### config.mk
export PLATFORM = sky130hd
export DESIGN_NAME = m3i_merge
export DESIGN_NICKNAME = d
export VERILOG_FILES = /design/src/rtl/core/m3i_pkg.sv /design/src/rtl/core/m3i_merge.sv
export SDC_FILE = /design/constraint.sdc
export NUM_CORES = 1
export LEC_CHECK = 0
export BUFFER_PORTS_ARGS = -buffer_cell sky130_fd_sc_hd__buf_2
export CAP_MARGIN = 20
export CORE_AREA = 3 3 210 212
export DETAILED_ROUTE_END_ITERATION = 16
export DIE_AREA = 0 0 213 215
export SYNTH_ARGS = -nofsm -noshare
export SYNTH_HDL_FRONTEND = slang
export SYNTH_SLANG_ARGS = --single-unit
### constraint.sdc
create_clock -name vclk -period 6.3
set_input_delay 0.315 -clock vclk [all_inputs]
set_output_delay 0.315 -clock vclk [all_outputs]
set_load 0.01 [all_outputs]
### src/rtl/core/m3i_pkg.sv
// shared types, widths and index helpers for the 3x3 matrix inverter
package m3i_pkg;

  localparam int ENT_W   = 16;
  localparam int N_ENT   = 9;
  localparam int PROD_W  = 32;
  localparam int ADJ_W   = 33;
  localparam int DET_W   = 49;
  localparam int MAG_W   = 48;
  localparam int Q_W     = 18;
  localparam int FRAC_SH = 16;
  localparam int DV_W    = 32;
  localparam int DET_SH  = 8;
  localparam int COF_LAT = 4;
  localparam int DIV_LAT = Q_W + 1;
  localparam int TOT_LAT = COF_LAT + DIV_LAT;
  localparam int IN_W    = N_ENT * ENT_W;
  localparam int OUT_W   = N_ENT * ENT_W + DV_W;

  typedef logic signed [ENT_W-1:0] ent_t;
  typedef ent_t [N_ENT-1:0] mat_t;
  typedef logic signed [ADJ_W-1:0] adj_t;
  typedef adj_t [N_ENT-1:0] adjv_t;
  typedef logic signed [DET_W-1:0] det_t;
  typedef logic signed [DV_W-1:0] dv_t;

  typedef struct packed {
    logic [Q_W-1:0] q;
    logic           neg;
  } lane_res_t;

  typedef lane_res_t [N_ENT-1:0] lane_vec_t;

  function automatic int oth_lo(input int k);
    return (k == 0) ? 1 : 0;
  endfunction

  function automatic int oth_hi(input int k);
    return (k == 2) ? 1 : 2;
  endfunction

endpackage

### src/rtl/core/m3i_merge.sv
// merges lane quotients: sign, saturation, determinant scaling, singular select
module m3i_merge (
  input  m3i_pkg::lane_vec_t lanes_i,
  input  m3i_pkg::det_t      det_i,
  input  m3i_pkg::mat_t      echo_i,
  output m3i_pkg::mat_t      r_o,
  output m3i_pkg::dv_t       dv_o,
  output logic               sing_o
);
  import m3i_pkg::*;

  localparam logic [Q_W-2:0] POS_MAX = {2'b00, {(ENT_W-1){1'b1}}};
  localparam logic [Q_W-2:0] NEG_MAX = {2'b01, {(ENT_W-1){1'b0}}};
  localparam logic [MAG_W-DET_SH-1:0] DV_PMAX = {{(MAG_W-DET_SH-DV_W+1){1'b0}},
                                                 {(DV_W-1){1'b1}}};
  localparam logic [MAG_W-DET_SH-1:0] DV_NMAX = DV_PMAX + 1'b1;

  mat_t r_div;
  det_t det_mag;
  logic [MAG_W-DET_SH-1:0] dsh;
  logic [MAG_W-DET_SH-1:0] dneg;
  dv_t  dv;

  for (genvar k = 0; k < N_ENT; k++) begin : g_lane
    logic [Q_W-2:0] mag;
    logic [Q_W-2:0] nmag;
    always_comb begin
      mag  = lanes_i[k].q[Q_W-2:0];
      nmag = -mag;
      if (lanes_i[k].neg) begin
        if (lanes_i[k].q[Q_W-1] || (mag > NEG_MAX)) begin
          r_div[k] = ent_t'(NEG_MAX[ENT_W-1:0]);
        end else begin
          r_div[k] = ent_t'(nmag[ENT_W-1:0]);
        end
      end else begin
        if (lanes_i[k].q[Q_W-1] || (mag > POS_MAX)) begin
          r_div[k] = ent_t'(POS_MAX[ENT_W-1:0]);
        end else begin
          r_div[k] = ent_t'(mag[ENT_W-1:0]);
        end
      end
    end
  end

  always_comb begin
    det_mag = det_i[DET_W-1] ? -det_i : det_i;
    dsh     = det_mag[MAG_W-1:DET_SH];
    dneg    = -dsh;
    if (det_i[DET_W-1]) begin
      dv = (dsh > DV_NMAX) ? dv_t'(DV_NMAX[DV_W-1:0]) : dv_t'(dneg[DV_W-1:0]);
    end else begin
      dv = (dsh > DV_PMAX) ? dv_t'(DV_PMAX[DV_W-1:0]) : dv_t'(dsh[DV_W-1:0]);
    end
    sing_o = (det_i == '0);
    r_o    = sing_o ? echo_i : r_div;
    dv_o   = sing_o ? '0 : dv;
  end

endmodule

Yosys cells after proc, flatten, opt, wreduce, memory -nomap -nowiden. Index checks and enable logic that the tools add are counted.

Add/subtract/negate cells: 11. $lt $le $gt $ge: 20. Mux-type cells: 33. Reductions and logical operators: 19.

Operator list (count): 16-bit 2-to-1 mux (27); 17-bit by 15-bit > comparator with 1-bit output (second input constant) (9); 17-bit by 16-bit > comparator with 1-bit output (second input constant) (9); 144-bit 2-to-1 mux (1); 16-bit negator (9); 32-bit 2-to-1 mux (4); 49-bit zero test (1); 48-bit 2-to-1 mux (1); 48-bit negator (1); 40-bit by 31-bit > comparator with 1-bit output (second input constant) (1); 40-bit by 32-bit > comparator with 1-bit output (second input constant) (1); 32-bit negator (1); 1-bit logical OR (18).

Bits in registers: 0. Input port bits: 364. Output and inout bits: 177. Word-level logic and storage cells: 83.

Logic depth before layout (Yosys ltp).
Depth after elaboration: 6. Depth in mapped cells: 19. Gate-level depth less buffers: 15.

Worst setup path after synthesis. No wires, ideal clock.

Kind: in2out. From: input det_i[48]. To: output dv_o[24]. Data arrival time: 4.649 ns. Required time: 5.985 ns. Setup slack: 1.336 ns. Stages: 18. Path buffers: 5. Cell sequence: clkbuf_1 clkbuf_1 clkbuf_1 clkbuf_1 o21ai_0 xnor2_1 inv_1 ha_1 or4b_2 nor4_1 a211oi_1 and4b_1 clkbuf_1 nor4b_2 nor3b_1 mux2i_1 xnor2_1 a221oi_2.

Word-level cells in the longest chain between the ends: 5. Elaborated cells between the ends (all ways): 9. Classes of those cells: add/sub: 1; order compare: 2; mux: 5; reduce/logical: 1.

Ends and longest elaborated chain: start, declared (line m3i_merge.sv:4) `input m3i_pkg::det_t det_i,`; 48-bit 2-to-1 mux (line m3i_merge.sv:47) `det_mag = det_i[DET_W-1] ? -det_i : det_i;`; 32-bit negator, or another cell as far along (line m3i_merge.sv:49) `dneg = -dsh;`; 32-bit 2-to-1 mux, on equally long branches (line m3i_merge.sv:51, m3i_merge.sv:53); 32-bit 2-to-1 mux (line m3i_merge.sv:50) `if (det_i[DET_W-1]) begin`; 32-bit 2-to-1 mux * (line m3i_merge.sv:57) `dv_o = sing_o ? '0 : dv;`; end, declared (line m3i_merge.sv:7) `output m3i_pkg::dv_t dv_o,`.

Mark *: on every way between the ends. The rest lies on a longest branch, timed or not.

Worst setup path in the final report.
From: input det_i[6]. To: output dv_o[13].

Word-level cells in the longest chain between the ends: 6. Elaborated cells between the ends (all ways): 10. Classes of those cells: add/sub: 2; order compare: 2; mux: 5; reduce/logical: 1.

Ends and longest elaborated chain (line): 48-bit negator (m3i_merge.sv:47); 48-bit 2-to-1 mux (m3i_merge.sv:47); 32-bit negator, or another cell as far along (m3i_merge.sv:49); 32-bit 2-to-1 mux, on equally long branches (m3i_merge.sv:51, m3i_merge.sv:53); 32-bit 2-to-1 mux (m3i_merge.sv:50); 32-bit 2-to-1 mux * (m3i_merge.sv:57).

Marked as above.

==> impl_metrics.py <==
metrics = {
    "outcome": {
        "status": "finished, final reports clean",
    },
    "detailed_routing": {
        "wirelength_um": 52220,
        "wl_per_cell_um": 20.92,
        "drtIter0Drc": 1511,
        "final_antenna_net_count": 0,
        "drt-vias-per-instance": 5.653,
        "drcViolationCount": 0,
        "drt-pass1-iter-count": 7,
        "num_vias": 14110,
    },
    "critical_path": {
        "worstPathArrival_ns": 4.99,
        "worstSetupStartpointType": "input pin",
        "cp_max_fo": 22,
        "cp.required_ns": 5.98,
        "path_buf_inv": 4,
        "crit_cells": 18,
        "path_cells": "buf_2 -> or3_1 -> or3_1 -> o21ai_0 -> xnor2_1 -> inv_1 -> ha_1 -> or4b_2 -> nor4_1 -> a211oi_1 -> and4b_1 -> buf_4 -> nor4b_1 -> and4b_1 -> o211ai_2 -> and2_4 -> a221oi_1 -> buf_2",
        "crit_slowest_cell": "or4b_2",
        "path_class": "input pin to output port",
        "critPathTopFamily": "simple AND/OR/NAND/NOR gates",
        "cp_slowest_stage_delay_ns": 0.60,
        "cp-end-kind": "output port",
    },
    "finish": {
        "fillerInstances": 4813,
        "multi_input_area_um2": 7955,
        "post-route-cell-area_um2": 11650,
        "fin_nets": 2335,
        "seqCellArea_um2": 0,
        "clock_buffers": 0,
        "numSequentialCells": 0,
        "drive_gt1_share_pct": 30.89,
        "syn2layout_area_growth_pct": 36.95,
    },
    "placed_design": {
        "port_buffers": 541,
        "hpwl_um": 43770,
        "placed_area_um2": 11610,
        "dp_slack_ns": 1.040,
        "gp_congestion": 0.9706,
    },
    "floorplan": {
        "dieArea_um2": 45800,
        "die_w_um": 213,
        "io_pins": 541,
        "start_util_pct": 20.19,
        "row_count": 75,
        "die_y_um": 215,
        "design.core.area_um2": 42130,
    },
    "yosys": {
        "syn_nets": 1872,
        "yosys.area.top_type": "nor2_1",
        "synthCells": 1488,
        "syn_avg_cell_area_um2": 5.716,
        "netlist.area_leader.share_pct": 12.93,
        "synth_common_cells": "nor2_1 (293), nand2_1 (138), o21ai_0 (129), clkbuf_1 (90), a21oi_1 (84)",
        "syn_area_um2": 8506,
        "synth_cell_types": 78,
        "ys_seq_area_share_pct": 0,
        "yosys_warnings": 0,
        "synthMostInstantiatedCell": "nor2_1",
        "yosys-top-cells-area": "nor2_1 (13%), o21ai_0 (7.6%), nand2_1 (6.1%)",
    },
    "timing": {
        "fin_crit_ns": 5.302,
        "fin_crit_sh_pct": 84.15,
        "finalHoldViolations": 0,
        "relSlewSlack_pct": 29.86,
        "finalSetupViolCount": 0,
        "slew_violations": 0,
        "timing.fmax_mhz": 188.6,
        "fin_hold_ws_ns": 0.9216,
        "finalSetupTns_ns": 0,
        "setup_ws_ns": 0.9983,
        "worstMarginPinSlew_ns": 1.046,
        "rsz0062_at_grt": "false",
    },
    "grt": {
        "antenna_found_initial": 25,
        "grt_use_total_pct": 20.47,
        "grt_max_degree": 70,
        "gr-total-overflow": 0,
        "grt_pass1_wl_um": 75450,
        "grt_pass1_vias": 12770,
    },
    "clocking": {
        "cts_setup_buffers": 0,
        "cts_resized": 0,
        "postCtsHoldBufs": 0,
    },
    "hold_path": {
        "min_from": "echo_i[111]",
        "holdPathEnd": "r_o[111]",
        "hold_class": "input pin to output port",
        "worstHoldPathCells": 4,
    },
    "power_and_ir_drop": {
        "ir_drop_mv": 0.03263,
        "p_total_mw": 0.7141,
        "p_per_area_nw_per_um2": 61.30,
        "power.leakage_nw": 4.677,
    },
    "job": {
        "cap_violations": 0,
    },
}
==> metrics by stage <==
step | cells | util (%)
final | 2496 | 27.65
after global routing | 2492 | 27.62
after CTS | 2485 | 27.56
after detailed placement | 2485 | 27.56
after global placement | 2485 | 27.56
after floorplan | 1488 | -
==> cells by family after synthesis <==
family          share of synthesized area, %
xor+xnor                               2.883
compound gates                         39.45
mux                                    1.427
simple gates                           46.72
fa+ha+maj                              2.942
buf+inv                                6.575
==> area by class of cell <==
type	instances	share of cell area (%)
diodes	8	0.1719
repair buffers	558	24.30
inverters	45	1.450
multi-input cells	1346	68.29
well taps	539	5.789
==> how the worst max path moves through the flow <==
stage / startpoint / to
after floorplan: det_i[48] / dv_o[24]
after global placement: det_i[6] / dv_o[12]
after detailed placement: det_i[6] / dv_o[13]
after CTS: det_i[6] / dv_o[13]
after global routing: det_i[6] / dv_o[24]
final: det_i[6] / dv_o[13]
==> metal layers <==
layer	up-vias	global-route usage (%)	share of wire, %
li1	6627	-	-
met1	6517	24.11	38
met2	806	36.29	48
met3	127	4.579	9.4
met4	32	6.964	4.0
met5	-	0	0.35
==> cells in the final DEF (no fill, tap or decap), drive strengths merged, types with 8 or more instances in the layout <==
cell	instances
buf	557
nor2	293
nand2	138
o21ai	130
a21oi	84
or3	72
nor3	65
a31oi	56
inv	45
nand3	37
nand4	33
nor4	28
nand4b	28
o31ai	25
o41ai	25
nor3b	24
a2111oi	24
a221oi	24
a211oi	22
ha	20
xnor2	18
nand3b	18
o211ai	18
mux2i	11
and2	11
xor2	10
nand2b	10
o21a	10
o22ai	9
or4	9
diode	8
a21o	8
==> power breakdown <==
part,switching (mW),internal (mW),leakage [nW]
logic,0.443,0.271,4.68
registers,0,0,0
clock network,0,0.000000170,0.0000507
total,0.443,0.271,4.68
Note: power is estimated with default switching activity, not from simulation.
