## config.mk

```make
export PLATFORM = sky130hd
export DESIGN_NAME = m3i_div_lane
export DESIGN_NICKNAME = d
export VERILOG_FILES = /design/src/rtl/core/m3i_pkg.sv /design/src/rtl/core/m3i_div_lane.sv
export SDC_FILE = /design/constraint.sdc
export NUM_CORES = 2
export LEC_CHECK = 0
export ABC_CLOCK_PERIOD_IN_PS = 8600
export BUFFER_PORTS_ARGS = -buffer_cell sky130_fd_sc_hd__buf_2
export CAP_MARGIN = 20
export CORE_MARGIN = 2
export CORE_UTILIZATION = 40
export CTS_BUF_LIST = sky130_fd_sc_hd__clkbuf_8
export CTS_CLUSTER_SIZE = 28
export DETAILED_ROUTE_END_ITERATION = 8
export PLACE_DENSITY = 0.52
export SYNTH_ARGS = -nofsm -noshare
export SYNTH_HDL_FRONTEND = slang
export SYNTH_SLANG_ARGS = --single-unit
```

## constraint.sdc

```tcl
create_clock -name clk -period 8.6 [get_ports clk]
set_input_delay 0.43 -clock clk [delete_from_list [all_inputs] [get_ports clk]]
set_output_delay 0.43 -clock clk [all_outputs]
set_load 0.005 [all_outputs]
```

## src/rtl/core/m3i_pkg.sv

```systemverilog
// shared types, widths and index helpers for the 3x3 matrix inverter
package m3i_pkg;

  localparam int ENT_W   = 16;
  localparam int N_ENT   = 9;
  localparam int PROD_W  = 32;
  localparam int ADJ_W   = 33;
  localparam int DET_W   = 49;
  localparam int MAG_W   = 48;
  localparam int Q_W     = 18;
  localparam int FRAC_SH = 16;
  localparam int DV_W    = 32;
  localparam int DET_SH  = 8;
  localparam int COF_LAT = 4;
  localparam int DIV_LAT = Q_W + 1;
  localparam int TOT_LAT = COF_LAT + DIV_LAT;
  localparam int IN_W    = N_ENT * ENT_W;
  localparam int OUT_W   = N_ENT * ENT_W + DV_W;

  typedef logic signed [ENT_W-1:0] ent_t;
  typedef ent_t [N_ENT-1:0] mat_t;
  typedef logic signed [ADJ_W-1:0] adj_t;
  typedef adj_t [N_ENT-1:0] adjv_t;
  typedef logic signed [DET_W-1:0] det_t;
  typedef logic signed [DV_W-1:0] dv_t;

  typedef struct packed {
    logic [Q_W-1:0] q;
    logic           neg;
  } lane_res_t;

  typedef lane_res_t [N_ENT-1:0] lane_vec_t;

  function automatic int oth_lo(input int k);
    return (k == 0) ? 1 : 0;
  endfunction

  function automatic int oth_hi(input int k);
    return (k == 2) ? 1 : 2;
  endfunction

endpackage

```

## src/rtl/core/m3i_div_lane.sv

```systemverilog
// one pipelined restoring divider lane, one quotient bit per stage
module m3i_div_lane (
  input  logic              clk,
  input  logic              en,
  input  m3i_pkg::adj_t     adj_i,
  input  m3i_pkg::det_t     det_i,
  output m3i_pkg::lane_res_t res_o
);
  import m3i_pkg::*;

  localparam int CMP_W = MAG_W + Q_W;

  logic [MAG_W-1:0] rem_r [Q_W+1];
  logic [MAG_W-1:0] den_r [Q_W+1];
  logic [Q_W-1:0]   q_r   [Q_W+1];
  logic             neg_r [Q_W+1];
  adj_t adj_mag;
  det_t det_mag;

  always_comb begin
    adj_mag = adj_i[ADJ_W-1] ? -adj_i : adj_i;
    det_mag = det_i[DET_W-1] ? -det_i : det_i;
  end

  always_ff @(posedge clk) begin
    if (en) begin
      rem_r[0] <= {adj_mag[MAG_W-FRAC_SH-1:0], {FRAC_SH{1'b0}}};
      den_r[0] <= det_mag[MAG_W-1:0];
      q_r[0]   <= '0;
      neg_r[0] <= adj_i[ADJ_W-1] ^ det_i[DET_W-1];
    end
  end

  for (genvar i = 0; i < Q_W; i++) begin : g_step
    localparam int K = Q_W - 1 - i;
    logic [CMP_W-1:0] sh;
    logic [CMP_W-1:0] rz;
    logic [CMP_W-1:0] diff;
    logic             ge;
    logic [MAG_W-1:0] rem_nxt;
    logic [Q_W-1:0]   q_nxt;
    always_comb begin
      sh      = {{Q_W{1'b0}}, den_r[i]} << K;
      rz      = {{Q_W{1'b0}}, rem_r[i]};
      diff    = rz - sh;
      ge      = (rz >= sh);
      rem_nxt = ge ? diff[MAG_W-1:0] : rem_r[i];
      q_nxt   = q_r[i];
      q_nxt[K] = ge;
    end
    always_ff @(posedge clk) begin
      if (en) begin
        rem_r[i+1] <= rem_nxt;
        den_r[i+1] <= den_r[i];
        q_r[i+1]   <= q_nxt;
        neg_r[i+1] <= neg_r[i];
      end
    end
  end

  assign res_o.q   = q_r[Q_W];
  assign res_o.neg = neg_r[Q_W];

endmodule

```

### After elaboration in Yosys (flattened, before gate mapping)

Memory sizes are Yosys's and may differ from the RTL's.
Cells that the tools add are included.

| word-level totals | value |
|---|---|
| register bits after elaboration | 0 |
| RAM bits | 2,185 |
| output and inout port bits | 19 |
| memories | 4 |

Memory list:

| memory | depth | bits a word | read ports | clocked after memory_dff | wr ports | line | source |
|---|---|---|---|---|---|---|---|
| den_r | 19 | 48 | 18 | 0 | 19 | m3i_div_lane.sv:14 | `logic [MAG_W-1:0] den_r [Q_W+1];` |
| rem_r | 19 | 48 | 18 | 0 | 19 | m3i_div_lane.sv:13 | `logic [MAG_W-1:0] rem_r [Q_W+1];` |
| q_r | 19 | 18 | 19 | 0 | 19 | m3i_div_lane.sv:15 | `logic [Q_W-1:0] q_r [Q_W+1];` |
| neg_r | 19 | 1 | 19 | 0 | 19 | m3i_div_lane.sv:16 | `logic neg_r [Q_W+1];` |

| cells by class | value |
|---|---|
| $add $sub $neg | 20 |
| magnitude comparators | 18 |
| muxes and demuxes | 22 |
| bitwise logic cells | 1 |

Operators with widths:

| cell | number |
|---|---|
| two-way mux 48 bit | 19 |
| subtractor 48 bit | 18 |
| greater-or-equal comparator 48 x 65 -> 1 bit | 1 |
| greater-or-equal comparator 48 x 64 -> 1 bit | 1 |
| greater-or-equal comparator 48 x 63 -> 1 bit | 1 |
| greater-or-equal comparator 48 x 62 -> 1 bit | 1 |
| greater-or-equal comparator 48 x 61 -> 1 bit | 1 |
| greater-or-equal comparator 48 x 60 -> 1 bit | 1 |
| greater-or-equal comparator 48 x 59 -> 1 bit | 1 |
| greater-or-equal comparator 48 x 58 -> 1 bit | 1 |
| greater-or-equal comparator 48 x 57 -> 1 bit | 1 |
| greater-or-equal comparator 48 x 56 -> 1 bit | 1 |
| greater-or-equal comparator 48 x 55 -> 1 bit | 1 |
| greater-or-equal comparator 48 x 54 -> 1 bit | 1 |
| greater-or-equal comparator 48 x 53 -> 1 bit | 1 |
| greater-or-equal comparator 48 x 52 -> 1 bit | 1 |
| greater-or-equal comparator 48 x 51 -> 1 bit | 1 |
| greater-or-equal comparator 48 x 50 -> 1 bit | 1 |
| greater-or-equal comparator 48 x 49 -> 1 bit | 1 |
| greater-or-equal comparator 48 bit | 1 |
| negation 48 bit | 1 |
| two-way mux 32 bit | 1 |
| negation 32 bit | 1 |
| two-way mux 1 bit | 2 |
| bitwise XOR 1 bit | 1 |

### Depth between registers and ports, before layout

An unclocked memory read counts as a cell.

| depth | value |
|---|---|
| word-level depth | 3 |
| mapped depth | 17 |

### Worst setup path before layout

Ideal clock, no wire load.

| timing path | value |
|---|---|
| path type | reg-to-reg |
| start | memory rem_r[5][13] |
| end | memory rem_r[6][13], data pin |
| library setup time | 0.260 ns |
| arrival | 3.585 ns |
| data required time | 8.340 ns |
| slack | 4.756 ns |
| cell stages (with the launch flop) | 13 |
| path buffers | 1 |
| path through | edfxtp_1 > fa_1 > a21o_1 > a21oi_1 > o221ai_1 > a221o_1 > a31oi_1 > o21ai_1 > a2111oi_0 > nor4_1 > a221oi_1 > buf_2 > mux2_2 |

RTL lines:

| what | line |
|---|---|
| start: declaration | m3i_div_lane.sv:13 |

==> results.yml <==
outcome:
  outcome: "finished clean"
synth:
  netlist_area_um2: 98900
  synth_edf_count: 1750
  synth-seq-cells: 1750
  yosys-top-cells-area: "edfxtp_1 (53%), ha_1 (9.0%), o21ai_0 (3.8%)"
  avgSynthCellArea_um2: 11.1
  synth_area_leader_cell: "edfxtp_1"
  yosysWarnings: 0
  syn_inst: 8925
  yosysTopAreaCellShare_pct: 53.2
  synth_flop_cell: "edfxtp_1"
  ys_seq_area_share_pct: 53.2
  ys_top_cells_by_count: "edfxtp_1 (1750), inv_1 (873), nand2_1 (791), o21ai_0 (752), ha_1 (712)"
  synth_fp_nets: 9738
  yosysUniqueCellTypes: 83
  async_reset_ff_share_pct: 0
  yosysMostFrequentCell: "edfxtp_1"
grt:
  grt_max_degree: 147
  grt_pass1_vias: 70100
  grt_overflow: 0
  grtUsageTotal_pct: 17.3
  antenna_found_initial: 3
  grt_pass1_wl_um: 352000
placed_design:
  place_area_um2: 103000
  gp_congestion: 0.969
  place.detailed.hpwl_um: 166000
  place_ws_ns: 3.29
  io_buffers: 102
  dp_cells: 12000
min_path:
  holdPathStages: 2
  hold_class: "input pin to register"
  hold-path-endpoint: "rem_r[0][16]"
  hp-start: "adj_i[0]"
timing:
  fin_crit_sh_pct: 62.4
  finalClockSkew_ns: 0.0577
  period_needed_ns: 5.37
  fin_ws_ns: 3.23
  hold_viol_final: 0
  finalMaxSlewViolations: 0
  tightest_slew_ns: 1.27
  max_freq_mhz: 186
  relSlewSlack_pct: 12.8
  rsz0062_at_grt: "no"
  setup_violations: 0
  fin_setup_tns_ns: 0
power:
  ir_drop_mv: 0.120
  p_leak_nw: 46.2
  p_per_area_nw_per_um2: 195
clock_tree:
  h-tree-depth: 5
  cts.sinks: 1750
  clk_latency_ns: 1.01
  cts_made_buffers: 332
  cts_resized: 0
  cts_tree: "yes"
  cts_buffer_depth: 4
  post-cts-setup-buffer-count: 0
  ctsRootBufferMaster: "clkbuf_8"
  clk_pin_slew_ns: 0.05
worst_setup_path:
  worst_r2r_endpoint: "rem_r[14][5]"
  startpoint_type: "register"
  cp-end-kind: "register"
  crit_slowest_cell: "o31ai_1"
  timing.rr.start: "rem_r[13][7]"
  required_ns: 9.32
  rrSetupSlack_ns: 3.23
  rr_worst_depth: 12
  cp_cell_sequence: "ha_1 > a21oi_1 > a21oi_1 > o31ai_1 > a211oi_1 > or3_1 > a2111oi_0 > nor2_1 > o21a_1 > o21ai_4 > buf_4 > mux2_2"
  cp.arrival_ns: 6.09
  cpMostUsedCell: "a21oi_1"
  critPathLaunch: "rem_r[13][7]"
  cp_slowest_stage_delay_ns: 0.70
  critPathMaxFanout: 74
  worst-setup-path-type: "register to register"
floorplan:
  start_util_pct: 40.2
  ioPinCount: 103
  die_h_um: 501
  row_count: 182
  die_x_um: 501
  dieArea_um2: 251000
  core_um2: 246000
final_layout:
  nNetsFinal: 10100
  fin_area_um2: 110000
  drive_above_1_share_pct: 8.55
  fin_util_pct: 44.9
  fillCellCount: 22700
  final_cells: 12800
  syn_to_final_growth_pct: 11.7
detailed_routing:
  drt_pass1_iterations: 7
  wire_per_inst_um: 17.3
  vias: 66900
  routed_wirelength_um: 220000
  via_per_inst: 5.24
  drcViolationCount: 0
  drtAntennaViolNets: 0
  dr.first_iter.drc_count: 3694
run:
  drv_cap: 0
-- layer usage --
layer | GRT usage (%) | share of wire (%)
met1 | 16.5 | 36
met2 | 33.9 | 54
met3 | 2.35 | 2.8
met4 | 11.8 | 7.0
met5 | 0 | 0
-- power breakdown --
part | switching (W) | internal (W) | total, W
Sequential | 0.000283 | 0.0101 | 0.0103
Combinational | 0.00226 | 0.00162 | 0.00388
Clock | 0.00341 | 0.00393 | 0.00734
-- layout by cell type, fill, tap and decap left out, types with 166 or more instances in the layout --
cell      instances
xor2_1          288
xnor2_1         380
a21oi_1         655
clkbuf_8        339
nor2_1          337
a21o_1          421
o21ai_0         751
nand2_1         791
inv_1           981
ha_1            712
edfxtp_1       1750
nand3_1         166
mux2_2          190
-- area by class of cell --
cell class	count	area [um2]	area share (%)
diodes	8	20.0	0.0181
multi-input cells	6050	42200	38.2
flip-flops and latches	1750	52600	47.6
clock inverters	227	1210	1.10
repair buffers	292	2430	2.21
clock buffers	339	4670	4.23
well taps	3220	4030	3.65
inverters	875	3280	2.97
-- flip-flops by register name (all words and copies together) (netlist names) --
register  cells
den_r       864
neg_r        19
rem_r       696
q_r         171
-- per-stage QoR --
step | hold slack [ns] | power (W)
6_report | 0.183 | 0.0216
4_1_cts | 0.0605 | 0.0219
3_3_place_gp | 0.401 | 0.0142
2_1_floorplan | 0.400 | 0.0132
3_5_place_dp | 0.405 | 0.0143
5_1_grt | 0.0948 | 0.0227
-- worst max-delay path, delay by kind of cell, from the launching register on --
kind                       cells  cell delay, ns
AOI/OAI and AO/OA              7            2.56
and+or+nand+nor                2            0.68
buffers and inverters          1            0.59
muxes                          1            0.41
adders and majority gates      1            0.40
DFF                            1            0.39
-- logic make-up (layout without fill, tap and decap cells) --
group           count (synthesis)  in the layout  share of synthesized area, %
xor+xnor                      668            668                          5.92
buf+inv                      1125           1733                          4.31
mux                           196            196                          2.23
simple gates                 1947           1947                          9.32
flops                        1750           1750                          53.2
compound gates               2510           2510                          15.7
fa+ha+maj                     729            729                          9.36
other cells                     0              8                             0
-- worst max path at each step --
stage / slack (ns) / endpoint / cells after the start
after floorplan: 4.76 / rem_r[6][13] / 12
after global placement: 3.33 / rem_r[14][5] / 12
after detailed placement: 3.29 / rem_r[14][5] / 12
after CTS: 3.25 / rem_r[14][5] / 12
after global routing: 3.00 / rem_r[6][13] / 13
final: 3.23 / rem_r[14][5] / 12
-- what timing repair did --
item / 4_1_cts / 5_1_grt
endpoints found under the setup margin: 0 / 0
hold buffers: 139 / 0
endpoints found under the hold margin: 201 / 0
(Power assumes the default switching activity.)
